===== src/design/pr_pkg.sv =====
`timescale 1ns / 1ps
// ----------------------------------------------------------------------------
// pr_pkg
// Types, codes and helpers shared by the packet router modules.
// ----------------------------------------------------------------------------
package pr_pkg;

    localparam int QUEUE_DEPTH = 2;

    localparam logic [7:0] TYPE_HUB     = 8'h09;
    localparam logic [7:0] TYPE_UPLINK  = 8'h18;
    localparam logic [7:0] TYPE_ACTION  = 8'h25;
    localparam logic [7:0] BYTE_DESC    = 8'h0a;
    localparam logic [7:0] BYTE_HUB_LEN = 8'h02;
    localparam logic [7:0] BYTE_LED_ON  = 8'h01;
    localparam logic [7:0] UPLINK_COUNT = 8'd8;

    localparam logic [1:0] KIND_DOWN = 2'd0;
    localparam logic [1:0] KIND_UP   = 2'd1;
    localparam logic [1:0] KIND_LED  = 2'd2;

    localparam logic CFG_IDENTITY = 1'b0;
    localparam logic CFG_EXTRA    = 1'b1;

    localparam logic [3:0] HUB_LAST_IDX = 4'd11;

    typedef enum logic [2:0] {
        PH_LEN,
        PH_TYPE,
        PH_UPRELAY,
        PH_ADDR,
        PH_LED,
        PH_DNRELAY
    } phase_t;

    typedef enum logic [1:0] {
        CMD_BEAT,
        CMD_HUB,
        CMD_UPHDR,
        CMD_FWD
    } cmd_op_t;

    // One queued job for the back end
    typedef struct packed {
        cmd_op_t     op;
        logic [1:0]  kind;
        logic [7:0]  data;
        logic        led;
        logic [2:0]  held;
        logic [31:0] addr;
    } cmd_t;

    // Byte sel of a word, sel 0 being the most significant byte
    function automatic logic [7:0] word_byte(input logic [31:0] w, input logic [1:0] sel);
        logic [4:0] lsb;
        lsb = 5'(6'd24 - {1'b0, sel, 3'b000});
        return w[lsb +: 8];
    endfunction

endpackage


===== src/design/module_packet_router.sv =====
`timescale 1ns / 1ps
// ----------------------------------------------------------------------------
// module_packet_router
// Length-then-type frame parser with hub reply, relay and LED control.
// ----------------------------------------------------------------------------
// The parser takes one byte per cycle whenever the job queue has room; bytes that
// cause no result or a single result keep that rate end to end unless the output
// stalls. A hub query turns into twelve output beats, a type 0x18 header into two,
// and a forwarded action frame into two to six; the beat generator emits one beat
// per cycle unless the output stalls, so a reply holds its job slot until its last
// beat is loaded, and the input stalls only once the job queue (QUEUE_DEPTH
// entries) fills behind it. Results leave through a registered output stage.
module module_packet_router
    import pr_pkg::*;
#(
    parameter int QDEPTH = QUEUE_DEPTH
)
(
    input  logic        clk,
    input  logic        rst_n,
    input  logic        s_axis_tvalid,
    output logic        s_axis_tready,
    input  logic [7:0]  s_axis_tdata,   // [7:0] rx_byte
    output logic        m_axis_tvalid,
    input  logic        m_axis_tready,
    output logic [15:0] m_axis_tdata,   // [7:0] tx_byte, [8] led_level, rest zero
    output logic [1:0]  m_axis_tuser,   // [1:0] kind
    output logic        m_axis_tlast,
    input  logic        cfg_we,
    input  logic        cfg_index,
    input  logic [31:0] cfg_data
);

    logic [31:0] identity_reg;
    logic [31:0] extra_reg;

    logic q_push, q_space, q_pop, q_avail;
    cmd_t q_cmd, q_head;

    logic [7:0] tx_byte;
    logic       led_level;

    always_ff @(posedge clk or negedge rst_n)
    begin
        if (!rst_n)
        begin
            identity_reg <= 32'd1;
            extra_reg    <= 32'h0001_0001;
        end
        else if (cfg_we)
        begin
            case (cfg_index)
                CFG_IDENTITY: identity_reg <= cfg_data;
                CFG_EXTRA:    extra_reg    <= cfg_data;
                default:      extra_reg    <= extra_reg;
            endcase
        end
    end

    pr_front u_front (
        .clk      (clk),
        .rst_n    (rst_n),
        .in_valid (s_axis_tvalid),
        .in_byte  (s_axis_tdata),
        .in_ready (s_axis_tready),
        .identity (identity_reg),
        .q_space  (q_space),
        .q_push   (q_push),
        .q_cmd    (q_cmd)
    );

    pr_cmd_fifo #(
        .DEPTH (QDEPTH)
    ) u_queue (
        .clk      (clk),
        .rst_n    (rst_n),
        .push     (q_push),
        .push_cmd (q_cmd),
        .space    (q_space),
        .pop      (q_pop),
        .avail    (q_avail),
        .head     (q_head)
    );

    pr_back u_back (
        .clk        (clk),
        .rst_n      (rst_n),
        .q_avail    (q_avail),
        .q_head     (q_head),
        .q_pop      (q_pop),
        .identity   (identity_reg),
        .extra_info (extra_reg),
        .out_valid  (m_axis_tvalid),
        .out_ready  (m_axis_tready),
        .out_kind   (m_axis_tuser),
        .out_byte   (tx_byte),
        .out_led    (led_level),
        .out_last   (m_axis_tlast)
    );

    assign m_axis_tdata = {7'd0, led_level, tx_byte};

endmodule


===== src/design/pr_front.sv =====
`timescale 1ns / 1ps
// ----------------------------------------------------------------------------
// pr_front
// Frame parser: takes one received byte per beat and queues the jobs it causes.
// ----------------------------------------------------------------------------
module pr_front
    import pr_pkg::*;
(
    input  logic        clk,
    input  logic        rst_n,
    input  logic        in_valid,
    input  logic [7:0]  in_byte,
    output logic        in_ready,
    input  logic [31:0] identity,
    input  logic        q_space,
    output logic        q_push,
    output cmd_t        q_cmd
);

    phase_t      phase_reg, phase_next;
    logic [7:0]  len_reg, len_next;
    logic [7:0]  left_reg, left_next;
    logic [31:0] hold_reg, hold_next;
    logic [1:0]  count_reg, count_next;

    logic        accept;
    logic [31:0] addr_shift;
    logic        addr_done;
    logic        addr_match;
    logic [7:0]  body;
    logic [2:0]  held;
    logic [7:0]  rest;

    assign in_ready   = q_space;
    assign accept     = in_valid && q_space;
    assign addr_shift = {hold_reg[23:0], in_byte};
    assign addr_done  = (count_reg == 2'd3);
    assign addr_match = (addr_shift == identity);
    assign body       = (len_reg >= 8'd2) ? 8'(len_reg - 8'd2) : 8'd0;
    assign held       = (body < 8'd4) ? body[2:0] : 3'd4;
    assign rest       = 8'(body - {5'b0, held});

    always_comb
    begin
        phase_next = phase_reg;
        len_next   = len_reg;
        left_next  = left_reg;
        hold_next  = hold_reg;
        count_next = count_reg;
        if (accept)
        begin
            case (phase_reg)
                PH_LEN:
                begin
                    len_next   = in_byte;
                    phase_next = PH_TYPE;
                end
                PH_TYPE:
                begin
                    phase_next = PH_LEN;
                    if (in_byte == TYPE_UPLINK)
                    begin
                        left_next  = UPLINK_COUNT;
                        phase_next = PH_UPRELAY;
                    end
                    else if (in_byte == TYPE_ACTION)
                    begin
                        hold_next  = '0;
                        count_next = '0;
                        phase_next = PH_ADDR;
                    end
                end
                PH_UPRELAY, PH_DNRELAY:
                begin
                    left_next = 8'(left_reg - 8'd1);
                    if (left_reg == 8'd1)
                        phase_next = PH_LEN;
                end
                PH_ADDR:
                begin
                    hold_next  = addr_shift;
                    count_next = 2'(count_reg + 2'd1);
                    if (addr_done)
                    begin
                        if (addr_match)
                            phase_next = PH_LED;
                        else
                        begin
                            left_next  = rest;
                            phase_next = (rest != 8'd0) ? PH_DNRELAY : PH_LEN;
                        end
                    end
                end
                PH_LED:
                    phase_next = PH_LEN;
                default:
                    phase_next = PH_LEN;
            endcase
        end
    end

    always_comb
    begin
        q_push = 1'b0;
        q_cmd  = '{op: CMD_BEAT, kind: KIND_DOWN, data: in_byte, led: 1'b0,
                   held: held, addr: addr_shift};
        case (phase_reg)
            PH_TYPE:
            begin
                if (in_byte == TYPE_HUB)
                begin
                    q_push   = accept;
                    q_cmd.op = CMD_HUB;
                end
                else if (in_byte == TYPE_UPLINK)
                begin
                    q_push   = accept;
                    q_cmd.op = CMD_UPHDR;
                end
            end
            PH_UPRELAY:
            begin
                q_push     = accept;
                q_cmd.kind = KIND_UP;
            end
            PH_DNRELAY:
                q_push = accept;
            PH_ADDR:
            begin
                q_push     = accept && addr_done && !addr_match;
                q_cmd.op   = CMD_FWD;
                q_cmd.data = len_reg;
            end
            PH_LED:
            begin
                q_push     = accept;
                q_cmd.kind = KIND_LED;
                q_cmd.data = 8'd0;
                q_cmd.led  = (in_byte == BYTE_LED_ON);
            end
            default:
                q_push = 1'b0;
        endcase
    end

    always_ff @(posedge clk or negedge rst_n)
    begin
        if (!rst_n)
        begin
            phase_reg <= PH_LEN;
            len_reg   <= '0;
            left_reg  <= '0;
            hold_reg  <= '0;
            count_reg <= '0;
        end
        else
        begin
            phase_reg <= phase_next;
            len_reg   <= len_next;
            left_reg  <= left_next;
            hold_reg  <= hold_next;
            count_reg <= count_next;
        end
    end

endmodule


===== src/design/pr_cmd_fifo.sv =====
`timescale 1ns / 1ps
// ----------------------------------------------------------------------------
// pr_cmd_fifo
// Short register queue of jobs between the parser and the beat generator.
// ----------------------------------------------------------------------------
module pr_cmd_fifo
    import pr_pkg::*;
#(
    parameter int DEPTH = QUEUE_DEPTH
)
(
    input  logic clk,
    input  logic rst_n,
    input  logic push,
    input  cmd_t push_cmd,
    output logic space,
    input  logic pop,
    output logic avail,
    output cmd_t head
);

    localparam int PW = (DEPTH > 1) ? $clog2(DEPTH) : 1;
    localparam int CW = $clog2(DEPTH + 1);

    cmd_t            slot_reg [DEPTH];
    logic [PW-1:0]   wr_reg, wr_next;
    logic [PW-1:0]   rd_reg, rd_next;
    logic [CW-1:0]   cnt_reg, cnt_next;

    assign space = (cnt_reg != CW'(DEPTH));
    assign avail = (cnt_reg != '0);
    assign head  = slot_reg[rd_reg];

    always_comb
    begin
        wr_next  = wr_reg;
        rd_next  = rd_reg;
        cnt_next = cnt_reg;
        if (push)
            wr_next = (wr_reg == PW'(DEPTH - 1)) ? '0 : PW'(wr_reg + 1'b1);
        if (pop)
            rd_next = (rd_reg == PW'(DEPTH - 1)) ? '0 : PW'(rd_reg + 1'b1);
        if (push && !pop)
            cnt_next = CW'(cnt_reg + 1'b1);
        else if (pop && !push)
            cnt_next = CW'(cnt_reg - 1'b1);
    end

    always_ff @(posedge clk)
    begin
        if (push)
            slot_reg[wr_reg] <= push_cmd;
    end

    always_ff @(posedge clk or negedge rst_n)
    begin
        if (!rst_n)
        begin
            wr_reg  <= '0;
            rd_reg  <= '0;
            cnt_reg <= '0;
        end
        else
        begin
            wr_reg  <= wr_next;
            rd_reg  <= rd_next;
            cnt_reg <= cnt_next;
        end
    end

endmodule


===== src/design/pr_back.sv =====
`timescale 1ns / 1ps
// ----------------------------------------------------------------------------
// pr_back
// Beat generator: expands each queued job into output beats, one per cycle while the output is not stalled.
// ----------------------------------------------------------------------------
module pr_back
    import pr_pkg::*;
(
    input  logic        clk,
    input  logic        rst_n,
    input  logic        q_avail,
    input  cmd_t        q_head,
    output logic        q_pop,
    input  logic [31:0] identity,
    input  logic [31:0] extra_info,
    output logic        out_valid,
    input  logic        out_ready,
    output logic [1:0]  out_kind,
    output logic [7:0]  out_byte,
    output logic        out_led,
    output logic        out_last
);

    logic [3:0] idx_reg, idx_next;
    logic       valid_reg, valid_next;
    logic [1:0] kind_reg;
    logic [7:0] byte_reg;
    logic       led_reg;
    logic       last_reg;

    logic       advance;
    logic       load;
    logic [1:0] b_kind;
    logic [7:0] b_byte;
    logic       b_led;
    logic       b_last;
    logic [1:0] sel;

    assign advance = !valid_reg || out_ready;
    assign load    = advance && q_avail;
    assign q_pop   = load && b_last;
    // Descriptor words start at beat two and six; both map to byte zero
    assign sel     = 2'(idx_reg[1:0] + 2'd2);

    always_comb
    begin
        b_kind = q_head.kind;
        b_byte = q_head.data;
        b_led  = q_head.led;
        b_last = 1'b1;
        case (q_head.op)
            CMD_BEAT:
                b_last = 1'b1;
            CMD_HUB:
            begin
                b_led  = 1'b0;
                b_last = (idx_reg == HUB_LAST_IDX);
                b_kind = KIND_UP;
                if (idx_reg == 4'd0)
                    b_byte = BYTE_DESC;
                else if (idx_reg == 4'd1)
                    b_byte = TYPE_UPLINK;
                else if (idx_reg < 4'd6)
                    b_byte = word_byte(identity, sel);
                else if (idx_reg < 4'd10)
                    b_byte = word_byte(extra_info, sel);
                else
                begin
                    b_kind = KIND_DOWN;
                    b_byte = (idx_reg == 4'd10) ? BYTE_HUB_LEN : TYPE_HUB;
                end
            end
            CMD_UPHDR:
            begin
                b_kind = KIND_UP;
                b_led  = 1'b0;
                b_byte = (idx_reg == 4'd0) ? BYTE_DESC : TYPE_UPLINK;
                b_last = (idx_reg == 4'd1);
            end
            CMD_FWD:
            begin
                b_kind = KIND_DOWN;
                b_led  = 1'b0;
                b_last = (idx_reg == 4'({1'b0, q_head.held} + 4'd1));
                if (idx_reg == 4'd0)
                    b_byte = q_head.data;
                else if (idx_reg == 4'd1)
                    b_byte = TYPE_ACTION;
                else
                    b_byte = word_byte(q_head.addr, sel);
            end
            default:
                b_last = 1'b1;
        endcase
    end

    always_comb
    begin
        idx_next   = idx_reg;
        valid_next = valid_reg;
        if (advance)
            valid_next = q_avail;
        if (load)
            idx_next = b_last ? 4'd0 : 4'(idx_reg + 4'd1);
    end

    always_ff @(posedge clk or negedge rst_n)
    begin
        if (!rst_n)
        begin
            idx_reg   <= '0;
            valid_reg <= 1'b0;
        end
        else
        begin
            idx_reg   <= idx_next;
            valid_reg <= valid_next;
        end
    end

    always_ff @(posedge clk)
    begin
        if (load)
        begin
            kind_reg <= b_kind;
            byte_reg <= b_byte;
            led_reg  <= b_led;
            last_reg <= b_last;
        end
    end

    assign out_valid = valid_reg;
    assign out_kind  = kind_reg;
    assign out_byte  = byte_reg;
    assign out_led   = led_reg;
    assign out_last  = last_reg;

endmodule


===== config.mk =====
export PLATFORM = sky130hd
export DESIGN_NAME = module_packet_router
export DESIGN_NICKNAME = d
export VERILOG_FILES = /design/src/design/pr_pkg.sv /design/src/design/module_packet_router.sv /design/src/design/pr_front.sv /design/src/design/pr_cmd_fifo.sv /design/src/design/pr_back.sv
export SDC_FILE = /design/constraint.sdc
export NUM_CORES = 1
export LEC_CHECK = 0
export BUFFER_PORTS_ARGS = -buffer_cell sky130_fd_sc_hd__buf_2
export CAP_MARGIN = 5
export CORE_ASPECT_RATIO = 0.8
export CORE_MARGIN = 4
export CORE_UTILIZATION = 48
export DETAILED_ROUTE_END_ITERATION = 10
export PLACE_DENSITY = 0.72
export SYNTH_ARGS = -nofsm -noshare
export SYNTH_HDL_FRONTEND = slang
export SYNTH_SLANG_ARGS = --single-unit

===== constraint.sdc =====
create_clock -name clk -period 4.3 [get_ports clk]
set_input_delay 0.43 -clock clk [delete_from_list [all_inputs] [get_ports clk]]
set_output_delay 0.43 -clock clk [all_outputs]
set_load 0.01 [all_outputs]

Word level (Yosys, flattened, before mapping)
Memory sizes are Yosys's and may differ from the RTL's.
Cells that the tools add are included.
Operators by class
  $add $sub $neg: 12
  $lt $le $gt $ge: 4
  equal/unequal tests: 26
  shift operators: 3
  mux-type cells: 50
  bitwise logic cells: 1
  reductions and logical operators: 29
Operators by type and width (number)
  32-bit by 6-bit variable part select with 8-bit output: 3
  8-bit 2-to-1 mux: 10
  24-bit 2-to-1 mux: 2
  24-bit case mux with 2 select lines: 1
  8-bit case mux with 3 select lines: 2
  32-bit == test: 1
  2-bit 2-to-1 mux: 10
  3-bit 2-to-1 mux: 6
  8-bit by 1-bit == test with 1-bit output (second input constant): 2
  8-bit case mux with 2 select lines: 1
  2-bit case mux with 2 select lines: 3
  3-bit case mux with 4 select lines: 1
  4-bit == test (second input constant): 2
  8-bit by 4-bit == test with 1-bit output (second input constant): 1
  8-bit by 5-bit == test with 1-bit output (second input constant): 1
  8-bit by 6-bit == test with 1-bit output (second input constant): 1
  8-bit by 2-bit >= comparator with 1-bit output (second input constant): 1
  8-bit by 3-bit less-than comparator with 1-bit output (second input constant): 1
  1-bit 2-to-1 mux: 8
  4-bit 2-to-1 mux: 2
  2-bit by 1-bit inequality test with 1-bit output (second input constant): 4
  8-bit nonzero test: 1
  8-bit by 1-bit subtractor with 8-bit output (second input constant): 1
  8-bit by 2-bit subtractor with 8-bit output (second input constant): 1
  37 further kinds: 59
Word-level totals
  bits in registers: 130
  memory bits (writable): 96
  bits of input ports: 46
  output and inout bits: 21
  logic and storage cells: 142
  memories kept: 1
Memories
  u_queue.slot_reg: words 2, bits a word 48, rd ports 1, clocked after Yosys merged registers in 0, wr ports 1, line pr_cmd_fifo.sv:25  | cmd_t slot_reg [DEPTH];

Longest topological paths before layout
Gate-level depths: netlist of run 1.
  word-level depth: 10
  mapped depth: 15
  mapped depth without buffers: 13

Cells and area by module
A second synthesis of run 1 with hierarchy kept.
Second synthesis, totals
  cells, all modules: 896
  area, all modules: 11444.7 µm²
Modules (own cells, without submodules)
  pr_cmd_fifo: instances 1, cells each 165, area an instance 3698.5 µm², sequential area each 2982.9 µm²
  pr_front: instances 1, cells each 390, area an instance 3294.4 µm², sequential area each 1126.1 µm²
  module_packet_router: instances 1, cells each 146, area an instance 2493.6 µm², sequential area each 1605.3 µm²
  pr_back: instances 1, cells each 195, area an instance 1958.1 µm², sequential area each 485.5 µm²

Least setup slack after synthesis of run 1
No wires, ideal clock.
  path type: input to register
  start point: input s_axis_tdata[1]
  end point: memory u_queue.slot_reg[0][0] (netlist bit), enable pin
  library setup time: 459 ps
  arrival time: 4048 ps
  data required time: 3841 ps
  path slack: -208 ps
  stages on the path: 7
  buffers on the path: 0
  cells stage by stage: or3_1 > or3_4 > nor3_4 > a31oi_1 > o21a_2 > a31oi_2 > nor2b_1
On the way
  word-level cells in the longest chain between the ends: 6
  elaborated cells on any way between the ends: 10
Ends and longest elaborated chain
  from (decl): line module_packet_router.sv:23  | input logic [7:0] s_axis_tdata,
  32-bit == test or 8-bit by 5-bit == test with 1-bit output (tied branches): line pr_front.sv:38, pr_front.sv:115
  1-bit zero test or 1-bit 2-to-1 mux (tied branches): line pr_front.sv:130, pr_front.sv:115
  1-bit logical AND or 1-bit 2-to-1 mux (tied branches): line pr_front.sv:130, pr_front.sv:110
  1-bit case mux with 3 select lines (*): line pr_front.sv:107  | case (phase_reg)
  via q_push: line module_packet_router.sv:37  | logic q_push, q_space, q_pop, q_avail;
  1-bit 2-to-1 mux (*): line pr_cmd_fifo.sv:51  | if (push)
  1-bit 2-to-1 mux (not written as such) (*): line pr_cmd_fifo.sv:52  | slot_reg[wr_reg] <= push_cmd;
  to (decl): line pr_cmd_fifo.sv:25
The timed path passes the listed nets; every way through them passes the cells marked *.

Worst setup path after layout of run 1
  start point: register u_front.len_reg[1]
  end point: register u_front.phase_reg[2]
On the way
  word-level cells in the longest chain between the ends: 10
  elaborated cells on any way between the ends: 11
Ends and longest elaborated chain
  from (decl): line pr_front.sv:21  | logic [7:0] len_reg, len_next;
  from (signal assigned): line pr_front.sv:159  | len_reg <= len_next;
  8-bit by 2-bit subtractor with 8-bit output or 8-bit by 2-bit >= comparator with 1-bit output (tied branches): line pr_front.sv:39  | assign body = (len_reg >= 8'd2) ? 8'(len_reg - 8'd2) : 8'd0;
  8-bit 2-to-1 mux (*): line pr_front.sv:39
  8-bit by 3-bit less-than comparator with 1-bit output: line pr_front.sv:40  | assign held = (body < 8'd4) ? body[2:0] : 3'd4;
  3-bit 2-to-1 mux: line pr_front.sv:40
  8-bit by 3-bit subtractor with 8-bit output (*): line pr_front.sv:41  | assign rest = 8'(body - {5'b0, held});
  8-bit nonzero test (*): line pr_front.sv:90  | phase_next = (rest != 8'd0) ? PH_DNRELAY : PH_LEN;
  3-bit 2-to-1 mux (*): line pr_front.sv:90
  3-bit 2-to-1 mux (*): line pr_front.sv:85  | if (addr_match)
  3-bit 2-to-1 mux (*): line pr_front.sv:83  | if (addr_done)
  3-bit case mux with 4 select lines (*): line pr_front.sv:52  | case (phase_reg)
  to (signal assigned): line pr_front.sv:158  | phase_reg <= phase_next;
  to (decl): line pr_front.sv:20  | phase_t phase_reg, phase_next;
Mark *: on every way between the ends. The rest lies on a longest branch, timed or not. The select of a mux whose other input is x is not followed.
A chain may end at the register's enable or synchronous reset.

==> summary.txt, run 1 <==
Run status
  – Status: finished, violations left
  – Failing checks: hold timing

Floorplanning
  – Die ar.: 25300 um^2
  – Core Area: 22400 um^2
  – Width of the die: 177 um
  – Initial Utilization: 48.8%
  – Die Ht: 143 um
  – Cell Rows: 49
  – I/O Pins: 67

Global routing
  – Gr usage total: 20.8%
  – First-pass GRT wire length: 41200 um
  – Total gr overflow: 0
  – Pin count of the biggest net entering global routing: 57
  – Vias in the first global route: 7169
  – Initial antenna violation count: 0

Hold path
  – Hold/Removal Path Class: input port to asynchronous set/reset pin

STA
  – Unrepaired setup endpoints after global routing: no
  – Relative slew slack: 40.9%
  – Min cycle time layout: 3480 ps
  – Final setup TNS: 0 ps
  – Fmax: 287 MHz
  – Worst Skew: 13.3 ps
  – Post-route clock period utilization: 80.9%
  – Slew @ Worst Pin: 887 ps
  – Hold WS: -19.2 ps
  – Final setup violation count: 0
  – Hold Fails Final Rpt: 12
  – Final Max Tran Viols: 0

Critical path
  – Arrival @ worst endpoint: 3860 ps
  – Worst-path cell with the longest stage delay: a221oi_1
  – Worst path max stage delay: 500 ps
  – Delay-heaviest family, CP: compound AO/OA/AOI/OAI gates
  – Worst-path cell chain: inv_1 > ha_1 > nor2_1 > a22oi_1 > a221oi_1 > or2_2 > o21a_1 > ha_1 > a31oi_2 > a211o_2 > nor3b_1 > and4b_1 > o32ai_1
  – Crit path max fanout: 12
  – Worst setup EP type: flop
  – Crit path kind: flop to flop
  – Crit path top cell by count: ha_1
  – CP required: 4680 ps
  – Critical path launch point type: flop
  – Critical path buffers and inverters: 1

Layout
  – Multi-input gate area: 4450 um^2
  – Register area: 6200 um^2
  – Area grow syn2layout: 13.2%
  – Final Cell Area: 12400 um^2
  – Fin nets: 1002
  – Proportion of layout cells with a drive suffix above 1: 24.9%
  – Ant. Diodes: 0
  – Max reg flops: 96
  – Fillers: 1868

Synthesis
  – Post-synth EDFFs: 108
  – Mapped cell area: 10900 um^2
  – Sequential fraction of the synthesis area: 56.6%
  – Yosys reg bits: 226
  – Async SR Flop Fraction: 52.2%
  – Ys flop type: dfrtp_1
  – Syn Inst Count: 896
  – YS warnings: 0
  – Synth unique cells: 74
  – Syn_area_per_cell: 12.2 um^2

Detailed routing
  – # DRC: 0
  – Post-route ant nets: 0
  – DR vias: 7306
  – Drt initial violations: 681
  – Avg Vias per Cell: 5.75
  – WL final: 26000 um
  – Post-DR wirelength/cell: 20.5 um
  – First-pass DRT Iterations: 5

Clock tree
  – Cts repair resizes: 0
  – Root Driver: clkbuf_16
  – Clock Sinks: 226
  – Post-CTS setup buffer count: 0
  – Worst-path clk slew: 70 ps
  – CTS tree: done
  – Hold bufs inserted after CTS: 0
  – Clk_lat worst skew: 510 ps
  – TritonCTS Buffers: 24
  – H-tree levels: 1
  – Deepest clock path buffer count: 3

Place
  – Port Buffers: 59
  – Gpl congestion: 0.929
  – Placement Cell Area: 11500 um^2
  – HPWL Detailed: 18400 um

Pwr
  – P_leak: 4.92 nW
  – Pwr dens: 717 nW/um^2
  – Worst VDD drop: 0.359 mV

Run
  – Max-Cap Viols: 0
-- power by group --
group | leakage (nW) | switching (mW) | internal, mW
combinational | 2.07 | 1.90 | 1.32
sequential | 2.44 | 0.583 | 2.90
clock | 0.412 | 0.849 | 1.33
total | 4.92 | 3.33 | 5.55
-- cell families (layout without fill, tap and decap cells) --
logic type                 after synthesis  in the layout  share of synthesized area (%)
DFF                                    226            226                           56.6
and+or+nand+nor                        233            233                           10.1
buffers and inverters                   73            135                           3.02
other                                    1              7                         0.0342
xor gates and xnor gates                43             43                           3.57
AOI/OAI and AO/OA                      180            180                           10.5
muxes                                  130            130                           15.0
adders and majority gates               10             10                           1.14
-- layout make-up --
cell class              instances  share of cell area [%]
inverters                      16                   0.485
well taps                     306                    3.09
clock buffers                  27                    5.27
flip-flops and latches        226                    50.1
multi-input cells             603                    35.9
clock inverters                17                    1.59
repair buffers                 75                    3.57
-- Yosys cell counts, types with 11 or more instances --
master | count | area [um^2]
o22ai_1 | 11 | 68.8
o21ai_0 | 64 | 320
dfrtp_1 | 115 | 2880
nor2_1 | 46 | 173
a21oi_1 | 30 | 150
mux4_2 | 19 | 428
xor2_1 | 38 | 333
edfxtp_1 | 108 | 3240
buf_1 | 13 | 48.8
nand2_1 | 103 | 387
mux2_2 | 77 | 867
inv_1 | 15 | 56.3
nor3_1 | 16 | 80.1
a31oi_1 | 14 | 87.6
mux2i_1 | 33 | 330
clkbuf_1 | 27 | 101
nand3_1 | 11 | 55.1
-- through the flow --
| stage | cells | power [mW] | setup slack (ps) | util [%] |
|---|---|---|---|---|
| 3_3_place_gp | 1226 | 6.62 | 969 | 51.4 |
| 6_report | 1270 | 8.89 | 820 | 55.2 |
| 5_1_grt | 1270 | 9.40 | 540 | 55.2 |
| 4_1_cts | 1270 | 8.88 | 877 | 55.2 |
| 2_1_floorplan | 902 | 5.69 | 697 | - |
| 3_5_place_dp | 1226 | 6.67 | 905 | 51.4 |
-- per-layer routing --
layer  wire length (um)  track usage, %  vias to the layer above  share of wire, %
li1                   -               -                     3403                 -
met1              11600            31.0                     3572                45
met2              11400            31.0                      302                44
met3               2600            5.80                       29                10
met4                377            3.70                        0               1.5
met5                  0               0                        -                 0
-- layout by cell type (no fill, tap or decap), types with 30 or more instances in the layout --
cell,synthesis,layout
a21oi_1,30,30
buf_2,6,58
nand2_1,103,103
xor2_1,38,38
nor2_1,46,46
dfrtp_1,115,113
o21ai_0,64,64
mux2_2,77,77
edfxtp_1,108,108
mux2i_1,33,33
-- path summary, 6_finish.rpt --
path                                                        from                                to  slack [ps]  depth (start not counted)
worst max-delay path              u_front.len_reg[1]$_DFFE_PN0P_  u_front.phase_reg[2]$_DFFE_PN0P_         820                         13
worst min-delay path                                       rst_n       identity_reg[5]$_DFFE_PN0P_         -20                          1
worst max register to register    u_front.len_reg[1]$_DFFE_PN0P_  u_front.phase_reg[2]$_DFFE_PN0P_         820                         13
worst min register to register  u_front.count_reg[1]$_DFFE_PN0P_  u_front.count_reg[1]$_DFFE_PN0P_         500                          2
max in group asynchronous                                  rst_n         extra_reg[16]$_DFFE_PN1P_        3340                          2
min in group clk                                    cfg_data[16]         extra_reg[16]$_DFFE_PN1P_         160                          2
No activity file was read; power rests on OpenSTA's default activity.
==> run 2, diff against run 1 <==
PLACE_DENSITY = 0.69   (was 0.72)
clock period = 3.5 ns   (was 4.3 ns; I/O delays follow)
==> summary.txt, run 2 (same netlist as run 1, synthesis figures left out) <==
STA
  – Hold Fails Final Rpt: 0
  – Final setup TNS: 0 ps
  – Unrepaired setup endpoints after global routing: no
  – Min cycle time layout: 3150 ps
  – Post-route clock period utilization: 90.0%
  – Final setup violation count: 0
  – Relative slew slack: 49.4%
  – Worst Skew: 11.8 ps
  – Slew @ Worst Pin: 738 ps
  – Fmax: 318 MHz
  – Final Max Tran Viols: 0
  – Worst setup margin: 352 ps

Layout
  – Register area: 6200 um^2
  – Commonest cells after routing, fill and taps aside: 113 x dfrtp_1, 108 x edfxtp_1, 103 x nand2_1
  – Fin nets: 1013
  – Proportion of layout cells with a drive suffix above 1: 25.0%
  – Fillers: 1887
  – Final Cell Area: 12400 um^2
  – Commonest non-fill, non-tap cell in the layout: dfrtp_1
  – Multi-input gate area: 4460 um^2
  – Ant. Diodes: 0
  – Max reg flops: 96
  – Area grow syn2layout: 13.4%

Detailed routing
  – Avg Vias per Cell: 5.83
  – Post-route ant nets: 0
  – First-pass DRT Iterations: 5
  – # DRC: 0
  – Post-DR wirelength/cell: 20.8 um
  – Drt initial violations: 741
  – WL final: 26600 um
  – DR vias: 7466

Clock tree
  – Clock Sinks: 226
  – Clk_lat worst skew: 510 ps
  – TritonCTS Buffers: 24
  – CTS tree: done
  – Root Driver: clkbuf_16
  – Deepest clock path buffer count: 3
  – Worst-path clk slew: 60 ps
  – H-tree levels: 1

Floorplanning
  – Initial Utilization: 48.8%
  – Die Ht: 143 um
  – Width of the die: 177 um
  – Die ar.: 25300 um^2
  – Core Area: 22400 um^2
  – I/O Pins: 67
  – Cell Rows: 49

Run status
  – Status: completed

Critical path
  – Worst path max stage delay: 450 ps
  – R2R Setup Slk: 350 ps
  – R2R cell count: 13
  – Worst-path cell with the longest stage delay: dfrtp_1
  – Crit path max fanout: 8
  – Critical path launch point type: flop
  – Worst-path cell chain: inv_1 > ha_1 > nor2_1 > a22oi_1 > a221oi_2 > or2_2 > o21a_1 > ha_1 > a31oi_2 > a211o_2 > nor3b_1 > and4b_1 > o32ai_1
  – Worst setup EP type: flop
  – Worst r2r dst: u_front.phase_reg[2]$_DFFE_PN0P_
  – R2R Path Start: u_front.len_reg[1]$_DFFE_PN0P_
  – Crit path top cell by count: ha_1
  – CP required: 3870 ps
  – Crit path kind: flop to flop
  – Arrival @ worst endpoint: 3520 ps

Global routing
  – Initial antenna violation count: 0
  – Vias in the first global route: 7194
  – Gr usage total: 21.0%
  – Pin count of the biggest net entering global routing: 86
  – First-pass GRT wire length: 41700 um
  – Total gr overflow: 0

Place
  – HPWL Detailed: 18600 um
  – Gpl congestion: 0.888
  – Place WS: 267 ps
  – Placement Cell Area: 11600 um^2
  – Port Buffers: 59

Pwr
  – Reg power frac: 38.9%
  – Internal: 6.69 mW
  – Clk pwr share: 22.8%
  – Net switching power: 4.08 mW
  – Combinational fraction of design power: 38.3%
  – Total power: 10.8 mW
  – P_leak: 4.95 nW
  – Pwr dens: 868 nW/um^2
  – Worst VDD drop: 0.407 mV
  – Sw Share: 37.9%

Hold path
  – Hold Crit Start: cfg_data[25]
  – Worst Hold End: extra_reg[25]$_DFFE_PN0P_
  – Hold/Removal Path Class: input port to flop
  – Hold path depth: 2

Run
  – Max-Cap Viols: 0
run 2: worst max-delay path: cells and delay by family (launching register included):
| kind | cells | cell delay [ps] |
|---|---|---|
| flops | 1 | 450 |
| compound gates | 6 | 1060 |
| buf+inv | 1 | 150 |
| simple gates | 4 | 830 |
| fa+ha+maj | 2 | 530 |
run 2: stage by stage:
stage / instances / hold slack (ps) / utilization (%)
2_1_floorplan: 902 / 54.4 / -
3_3_place_gp: 1236 / 337 / 51.8
3_5_place_dp: 1236 / 340 / 51.8
4_1_cts: 1281 / 67.2 / 55.3
5_1_grt: 1281 / 78.3 / 55.3
6_report: 1281 / 82.6 / 55.3
run 2: power by group through the flow:
| stage | sequential [mW] | clock [mW] | combinational (mW) |
|---|---|---|---|
| 6_report | 4.19 | 2.45 | 4.13 |
| 5_1_grt | 4.26 | 2.61 | 4.53 |
| 4_1_cts | 4.18 | 2.49 | 4.09 |
| 3_5_place_dp | 4.23 | 0 | 4.06 |
| 3_3_place_gp | 4.21 | 0 | 4.03 |
| 2_1_floorplan | 3.95 | 0 | 3.05 |
run 2: timing repair:
action	CTS	global route
setup endpoints to repair	0	2
hold buffers	1	0
hold endpoints to repair	33	0
resized for setup	0	1
setup buffers	0	0
run 2: cell type report:
| class | count | share of cell area (%) |
|---|---|---|
| tap | 306 | 3.08 |
| timing repair buffer | 86 | 4.35 |
| clock inverter | 5 | 0.282 |
| clock buffer | 39 | 5.95 |
| multi-input combinational | 603 | 35.9 |
| inverter | 16 | 0.484 |
| sequential | 226 | 49.9 |
run 2: how the worst max path moves through the flow:
stage,to,slack (ps),cells after the start,startpoint
2_1_floorplan,u_queue.cnt_reg[1]$_DFFE_PN0P_,70,15,u_queue.rd_reg$_DFFE_PN0P_
3_3_place_gp,u_front.phase_reg[2]$_DFFE_PN0P_,320,13,u_front.len_reg[1]$_DFFE_PN0P_
3_5_place_dp,u_front.phase_reg[2]$_DFFE_PN0P_,270,13,u_front.len_reg[1]$_DFFE_PN0P_
4_1_cts,u_front.phase_reg[2]$_DFFE_PN0P_,220,13,u_front.len_reg[1]$_DFFE_PN0P_
5_1_grt,u_front.phase_reg[0]$_DFFE_PN0P_,40,13,u_front.len_reg[1]$_DFFE_PN0P_
6_report,u_front.phase_reg[2]$_DFFE_PN0P_,350,13,u_front.len_reg[1]$_DFFE_PN0P_
run 2: layer usage:
layer	track usage, %	wire (um)	share of wire [%]	up-vias
met5	0	0	0	-
met4	4.56	540	2.0	0
met3	3.49	1900	7.1	39
met2	31.7	11700	44	274
met1	32.5	12500	47	3710
li1	-	-	-	3443
==> run 3, diff against run 2 <==
BUFFER_PORTS_ARGS = -buffer_cell sky130_fd_sc_hd__buf_4   (was -buffer_cell sky130_fd_sc_hd__buf_2)
==> summary.txt, run 3 (same netlist as run 1, synthesis figures left out) <==
Run status
  – Status: completed

Layout
  – Fin nets: 1015
  – Max reg flops: 96
  – Post-Layout Cell Count: 1283
  – Final Util: 56.1%
  – Commonest non-fill, non-tap cell in the layout: dfrtp_1
  – Ant. Diodes: 0
  – Commonest cells after routing, fill and taps aside: 112 x dfrtp_1, 108 x edfxtp_1, 103 x nand2_1
  – Fillers: 1884
  – Proportion of layout cells with a drive suffix above 1: 25.4%
  – Area grow syn2layout: 15.0%

STA
  – Relative slew slack: 54.5%
  – Post-route clock period utilization: 91.3%
  – Final setup TNS: 0 ps
  – Min cycle time layout: 3200 ps
  – Fmax: 313 MHz
  – Worst setup margin: 304 ps
  – Unrepaired setup endpoints after global routing: no
  – Hold Fails Final Rpt: 0
  – Worst Skew: 7.70 ps
  – Final setup violation count: 0
  – Final Max Tran Viols: 0
  – Slew @ Worst Pin: 677 ps

Pwr
  – Worst VDD drop: 0.373 mV
  – Pwr dens: 869 nW/um^2
  – P_leak: 5.01 nW

Place
  – Cells after DPL: 1238
  – Port Buffers: 59
  – Place WS: 303 ps
  – HPWL Detailed: 18800 um
  – Gpl congestion: 0.954

Critical path
  – Worst r2r dst: u_front.phase_reg[2]$_DFFE_PN0P_
  – Arrival @ worst endpoint: 3570 ps
  – R2R cell count: 12
  – Critical path launch point type: flop
  – CP required: 3880 ps
  – R2R Setup Slk: 300 ps
  – Crit path max fanout: 9
  – Crit path to: u_front.phase_reg[2]$_DFFE_PN0P_
  – R2R Path Start: u_front.len_reg[1]$_DFFE_PN0P_
  – Worst setup EP type: flop
  – Critical path startpoint: u_front.len_reg[1]$_DFFE_PN0P_
  – Crit path kind: flop to flop

Global routing
  – Pin count of the biggest net entering global routing: 74
  – Grt met1 use: 33.0%
  – First-pass GRT wire length: 42000 um
  – M3 GR Usage: 4.02%
  – Vias in the first global route: 7277
  – Gr usage total: 21.1%
  – Initial antenna violation count: 0
  – Total gr overflow: 0
  – Met2 usage: 31.1%
  – Gr busiest metal: met1

Floorplanning
  – Die Ht: 143 um
  – Core Area: 22400 um^2
  – Cell Rows: 49
  – Width of the die: 177 um
  – I/O Pins: 67
  – Initial Utilization: 48.8%
  – Die ar.: 25300 um^2

Clock tree
  – Clock Sinks: 226
  – Deepest clock path buffer count: 3
  – Root Driver: clkbuf_16
  – H-tree levels: 1
  – Worst-path clk slew: 60 ps
  – Clk_lat worst skew: 510 ps
  – TritonCTS Buffers: 24
  – CTS tree: done

Detailed routing
  – Post-DR wirelength/cell: 20.7 um
  – Drt initial violations: 654
  – First-pass DRT Iterations: 5
  – DR vias: 7537
  – Avg Vias per Cell: 5.87
  – WL final: 26600 um
  – Post-route ant nets: 0
  – # DRC: 0

Hold path
  – Hold/Removal Path Class: input port to flop
  – Hold Crit Start: cfg_data[7]

Run
  – Max-Cap Viols: 0
==> run 3: changes by cell type in the layout (fill, tap and decap cells not counted) <==
cell	before	now
buf_4	24	84
buf_2	58	0
clkbuf_1	9	5
clkinv_1	2	5
clkinv_2	1	4
bufinv_16	0	2
clkbuf_8	4	2
clkinvlp_4	0	2
clkbuf_16	26	25
clkinv_4	1	0
dfrtp_1	113	112
dfrtp_2	2	3
inv_4	1	0
inv_8	1	0
==> run 3: timing repair <==
action,CTS,global route
gates resized for setup,0,2
endpoints found under the hold margin,45,0
hold buffers,1,0
setup endpoints to repair,0,2
buffers inserted,0,0
==> run 3: area by class of cell <==
cell class / instances / area [um^2] / area share, %
flip-flops and latches: 226 / 6200 / 49.3
multi-input cells: 603 / 4460 / 35.4
repair buffers: 88 / 701 / 5.57
clock buffers: 32 / 672 / 5.34
well taps: 306 / 383 / 3.04
clock inverters: 12 / 110 / 0.875
inverters: 16 / 60.1 / 0.477
==> run 3: worst min path at each step <==
stage	to	slack (ps)	cells after the start
after detailed placement	extra_reg[13]$_DFFE_PN0P_	420	1
after CTS	extra_reg[3]$_DFFE_PN0P_	60	2
after floorplan	extra_reg[10]$_DFFE_PN0P_	50	0
final	identity_reg[7]$_DFFE_PN0P_	80	2
after global placement	extra_reg[13]$_DFFE_PN0P_	410	1
after global routing	identity_reg[5]$_DFFE_PN0P_	70	2
==> run 3: report_power, final <==
group / internal, mW / switching [mW] / leakage [nW]
combinational: 1.77 / 2.51 / 2.19
sequential: 3.56 / 0.599 / 2.44
clock: 1.49 / 1.01 / 0.379
==> run 3: critical path, cell delays in order (launching register included) <==
cell and delay [ps]:
dfrtp_1 380, inv_1 140, ha_1 350, inv_1 110, o21ai_0 270, a221oi_2 140, or2_2 310, o21a_1 220
ha_1 240, a211o_2 320, nor3b_1 260, and4b_1 250, o32ai_1 70
==> run 3: routing by layer <==
metal	vias up	wire [um]
li1	3457	-
met3	40	1890
met5	-	0
met1	3767	12700
met4	0	407
met2	273	11600
==> run 3: through the flow <==
stage / power (mW) / hold WS [ps] / instance area, um^2
CTS: 10.9 / 61.0 / 12600
global placement: 8.34 / 412 / 11800
finish: 10.9 / 78.7 / 12600
global route: 11.6 / 65.2 / 12600
detailed placement: 8.39 / 417 / 11800
floorplan: 7.00 / 54.4 / 11000
